===== src/hdl/wcwm_ram.sv =====
`default_nettype none
module wcwm_ram #(
	parameter int WIDTH = 8,
	parameter int DEPTH = 16
) (
	input  wire logic                                   clk,
	input  wire logic                                   we,
	input  wire logic [((DEPTH > 1) ? $clog2(DEPTH) : 1)-1:0] waddr,
	input  wire logic [WIDTH-1:0]                       wdata,
	input  wire logic [((DEPTH > 1) ? $clog2(DEPTH) : 1)-1:0] raddr,
	output logic      [WIDTH-1:0]                       rdata
);

	logic [WIDTH-1:0] mem_q [DEPTH];

	// read returns the old contents on a same-address write
	always_ff @(posedge clk) begin
		if (we) begin
			mem_q[waddr] <= wdata;
		end
		rdata <= mem_q[raddr];
	end

endmodule
`default_nettype wire


===== config.mk =====
export PLATFORM = sky130hd
export DESIGN_NAME = wcwm_ram
export DESIGN_NICKNAME = d
export VERILOG_FILES = /design/src/hdl/wcwm_ram.sv
export SDC_FILE = /design/constraint.sdc
export NUM_CORES = 1
export LEC_CHECK = 0
export ABC_CLOCK_PERIOD_IN_PS = 2320
export BUFFER_PORTS_ARGS = -buffer_cell sky130_fd_sc_hd__buf_2
export CAP_MARGIN = 15
export CORE_UTILIZATION = 45
export CTS_CLUSTER_SIZE = 10
export DETAILED_ROUTE_END_ITERATION = 8
export GPL_ROUTABILITY_DRIVEN = 0
export GPL_TIMING_DRIVEN = 0
export PLACE_DENSITY = 0.6
export SETUP_SLACK_MARGIN = 0.5
export SKIP_LAST_GASP = 1
export SYNTH_ARGS = -nofsm -noshare
export SYNTH_HDL_FRONTEND = slang
export SYNTH_SLANG_ARGS = --single-unit

===== constraint.sdc =====
create_clock -name clk -period 2.32 [get_ports clk]
set_input_delay 0.232 -clock clk [delete_from_list [all_inputs] [get_ports clk]]
set_output_delay 0.232 -clock clk [all_outputs]
set_load 0.005 [all_outputs]

== Word level (Yosys, flattened, before mapping) ==
Memories as Yosys holds them, arrays and structs flattened. A register that Yosys moved wholly into a read port is not among the register bits.
Index checks and enable logic that the tools add are counted.

* Word-level logic and storage cells: 3
* Flip-flop bits (word level): 0
* Memory bits (writable): 128
* Bits of input ports: 18
* Memories: 1

{| class="wikitable"
|+ Memory list
! memory !! depth !! width !! read ports !! clocked after Yosys merged registers in !! wr ports !! line !! RTL
|-
| mem_q || 16 || 8 || 1 || 1 || 1 || 14 || <nowiki>logic [WIDTH-1:0] mem_q [DEPTH];</nowiki>
|}

* Mux-type cells: 2

{| class="wikitable"
|+ Operator list
! operator !! number
|-
| 2-to-1 mux 1 bit || 2
|}

== Logic depth before layout (Yosys ltp) ==
* Word-level depth: 2
* Gate-level depth with buffers: 5
* Gate-level depth less buffers: 3

== Least setup slack after synthesis ==
No wires, ideal clock.

* Path type: input port to flip-flop
* Start point: input port waddr[2] (netlist name)
* End point: memory mem_q[0][0] (enable)
* Cell stages on the path: 2
* Required time: 1937 ps
* Slack: 595 ps
* Arrival: 1342 ps
* Cell sequence: or3b_2 -> nor3_1

{| class="wikitable"
|+ RTL lines
! what !! line !! RTL
|-
| start: declaration || 8 || <nowiki>input wire logic [((DEPTH > 1) ? $clog2(DEPTH) : 1)-1:0] waddr,</nowiki>
|-
| end: declaration || 14 ||
|}

No word-level cell before the write port.

== Final worst setup path ==
* Start point: input port waddr[2] (netlist name)
* End point: memory mem_q[0][3] (enable)

No word-level cell before the write port.

==> results.md <==
* Pwr/cell area at 948 mW/mm2
* RSZ-0062 raised after global routing: no
* CTS Hold Bufs at 0
* GR Util All Layers at 19.3%
* Syn Std Cell Area at 0.00515 mm2
* First-pass GRT wire length at 15.0 mm
* Place WS at 0.285 ns
* Placed cell area at 0.00547 mm2
* Yosys cell types at 19
* Clk_lat worst skew at 0.41 ns
* Vias per cell at 5.64
* Longest Clk Path Bufs at 2
* Worst Max-Slew Pin Slew at 0.877 ns
* Die W at 109 um
* Max Freq at 0.636 GHz
* Status: complete, no violations
* Final Hold Fails at 0
* Top Layer Used: met4
* Largest net degree at the start of global routing at 17
* Top post-synthesis cells by area: edfxtp_1, mux4_2, mux4_1
* Core Area at 0.0110 mm2
* NetSw at 1.13 mW
* Share of cells above drive strength 1 at 30.4%
* Post-CTS Resized at 0
* DIE HEIGHT at 109 um
* Minimum clock period at 1.57 ns
* DRC at 0
* Die area at 0.0119 mm2
* CTS tree: done
* CP max FO at 5
* Met3 Wirelength at 661 um
* Gr ovfl total at 0
* Largest stage delay, worst path at 0.53 ns
* Final setup margin at 0.747 ns
* Antenna-violating nets left at 0
* Worst Skew at 0.0108 ns
* Static leakage at 2.05 nW
* Kind of critical path: in -> reg
* CTS Root Cell: clkbuf_16
* Number of synthesis warnings at 0
* Multi-input gate area at 0.00106 mm2
* Crit path cell chain: buf_2 -> or3b_2 -> nor3_1 -> buf_4
* Finished Cell Area at 0.00608 mm2
* Required time worst endpoint at 2.43 ns
* Num CTS Buffers at 17
* Synth area leader: edfxtp_1
* Mapped Cells at 229
* Final nets at 294
* Sequential share of power at 47.9%
* Initial antenna violation count at 0
* Wirelength per Cell at 23.6 um
* TritonCTS Sinks at 136
* Yosys reg bits at 136
* Internal cell power at 4.64 mW
* Via count at 2,418
* Slowest cell on crit path: or3b_2
* Clock slew at reported path FFs at 0.06 ns
* Max-cap viol count at 0
* Fill cells at 831
* Most common cell after layout, fill and taps aside: edfxtp_1
* Rows at 38
* Most frequent cells in the layout: edfxtp_1, buf_2, mux4_2
* Hold WC Path Type: in -> reg
* Synth top area share at 74.7%
* Worst setup SP type: primary input
* Syn Nets at 247
* Layout area overhead at 18.2%
* Endpoints failing setup at 0
* Relative slew slack at 41.3%
* Initial DRC Count at 183
* Dpl hpwl at 6.29 mm
* PortBufs at 24
* Clk network pwr share at 47.6%
* Starting Density at 46.9%
* Final wirelength at 10.1 mm
* Vias in the first global route at 2,493
* Crit path DAT at 1.69 ns
* Routed wl met2 at 4.74 mm
* Clock H-tree levels at 4
* Critical Path End Type: flip-flop
* Final slew viol count at 0
* Area taken by flip-flops and latches at 0.00400 mm2
* Length of routed wiring on met1 at 4.53 mm
* Maximum vdd ir drop at 0.514 mV
* Sequential fraction of the synthesis area at 77.8%
* Comb power frac at 4.6%
* # IOs at 26
* Setup repair bufs after CTS at 0
* Final period utilization at 67.8%
* N_diodes at 0
* Syn_area_per_cell at 22.5 um2
* Sw frac at 19.6%
* DR pass1 iterations at 4
==> layout make-up <==
cell class / instances / area share [%]
Sequential cell: 136 / 65.8
Multi-Input combinational cell: 83 / 17.4
Clock buffer: 17 / 6.99
Clock inverter: 15 / 3.02
Tap cell: 140 / 2.88
Timing Repair Buffer: 28 / 2.47
Buffer: 10 / 1.42
==> routing by layer <==
layer	GRT usage [%]	up-vias
li1	-	1072
met1	26.7	1251
met2	28.3	82
met3	5.38	13
met4	9.46	0
met5	0	-
==> metrics by stage <==
stage / util (%) / setup TNS [ns] / total power [mW] / instances / hold WS [ns]
2_1_floorplan: - / 0 / 2.95 / 229 / 0.331
3_3_place_gp: 49.6 / -0.275 / 3.07 / 393 / 0.608
3_5_place_dp: 49.8 / 0 / 3.08 / 396 / 0.606
4_1_cts: 55.3 / 0 / 5.80 / 428 / 0.205
5_1_grt: 55.4 / 0 / 5.94 / 429 / 0.221
6_report: 55.4 / 0 / 5.77 / 429 / 0.220
==> final timing paths <==
check,from,endpoint,slack [ns],depth (start not counted)
max,waddr[2],mem_q[0][3],0.75,4
min,wdata[2],mem_q[4][2],0.22,1
max reg2reg,mem_q[11][0],rdata[0],0.87,3
min reg2reg,mem_q[0][3],rdata[3],0.68,3
==> state kept, by name (all words and copies together) (netlist names) <==
register / count
mem_q: 128
rdata: 8
==> power groups by stage <==
stage	sequential (mW)	clock, mW	combinational, mW
final	2.76	2.74	0.263
after global routing	2.77	2.89	0.283
after CTS	2.76	2.77	0.266
after detailed placement	2.81	0	0.266
after global placement	2.81	0	0.258
after floorplan	2.81	0	0.139
==> cells by family after synthesis <==
| kind of cell | share of synthesized area, % |
|---|---|
| buffers and inverters | 1.68 |
| AND/OR/NAND/NOR | 3.18 |
| AO/OA/AOI/OAI | 2.33 |
| multiplexers | 15.0 |
| flip-flops | 77.8 |
==> synth_stat cells <==
cell and n:
mux4_1 14, dfxtp_1 8, nand2_1 9, nor3_1 4, edfxtp_1 128, mux4_2 18
nand3b_1 2, buf_4 1, nor2b_1 1, and2_1 1, and2b_1 1, buf_2 3
a22oi_1 16, clkdlybuf4s25_2 3, buf_6 3, nand2b_1 2, or3b_2 1, nor2_1 13
nand3_1 1
==> critical path: cells and delay by family <==
| family | cells | cell delay (ns) |
|---|---|---|
| simple gates | 2 | 1.06 |
| buf+inv | 2 | 0.39 |
No activity file was read; power rests on OpenSTA's default activity.
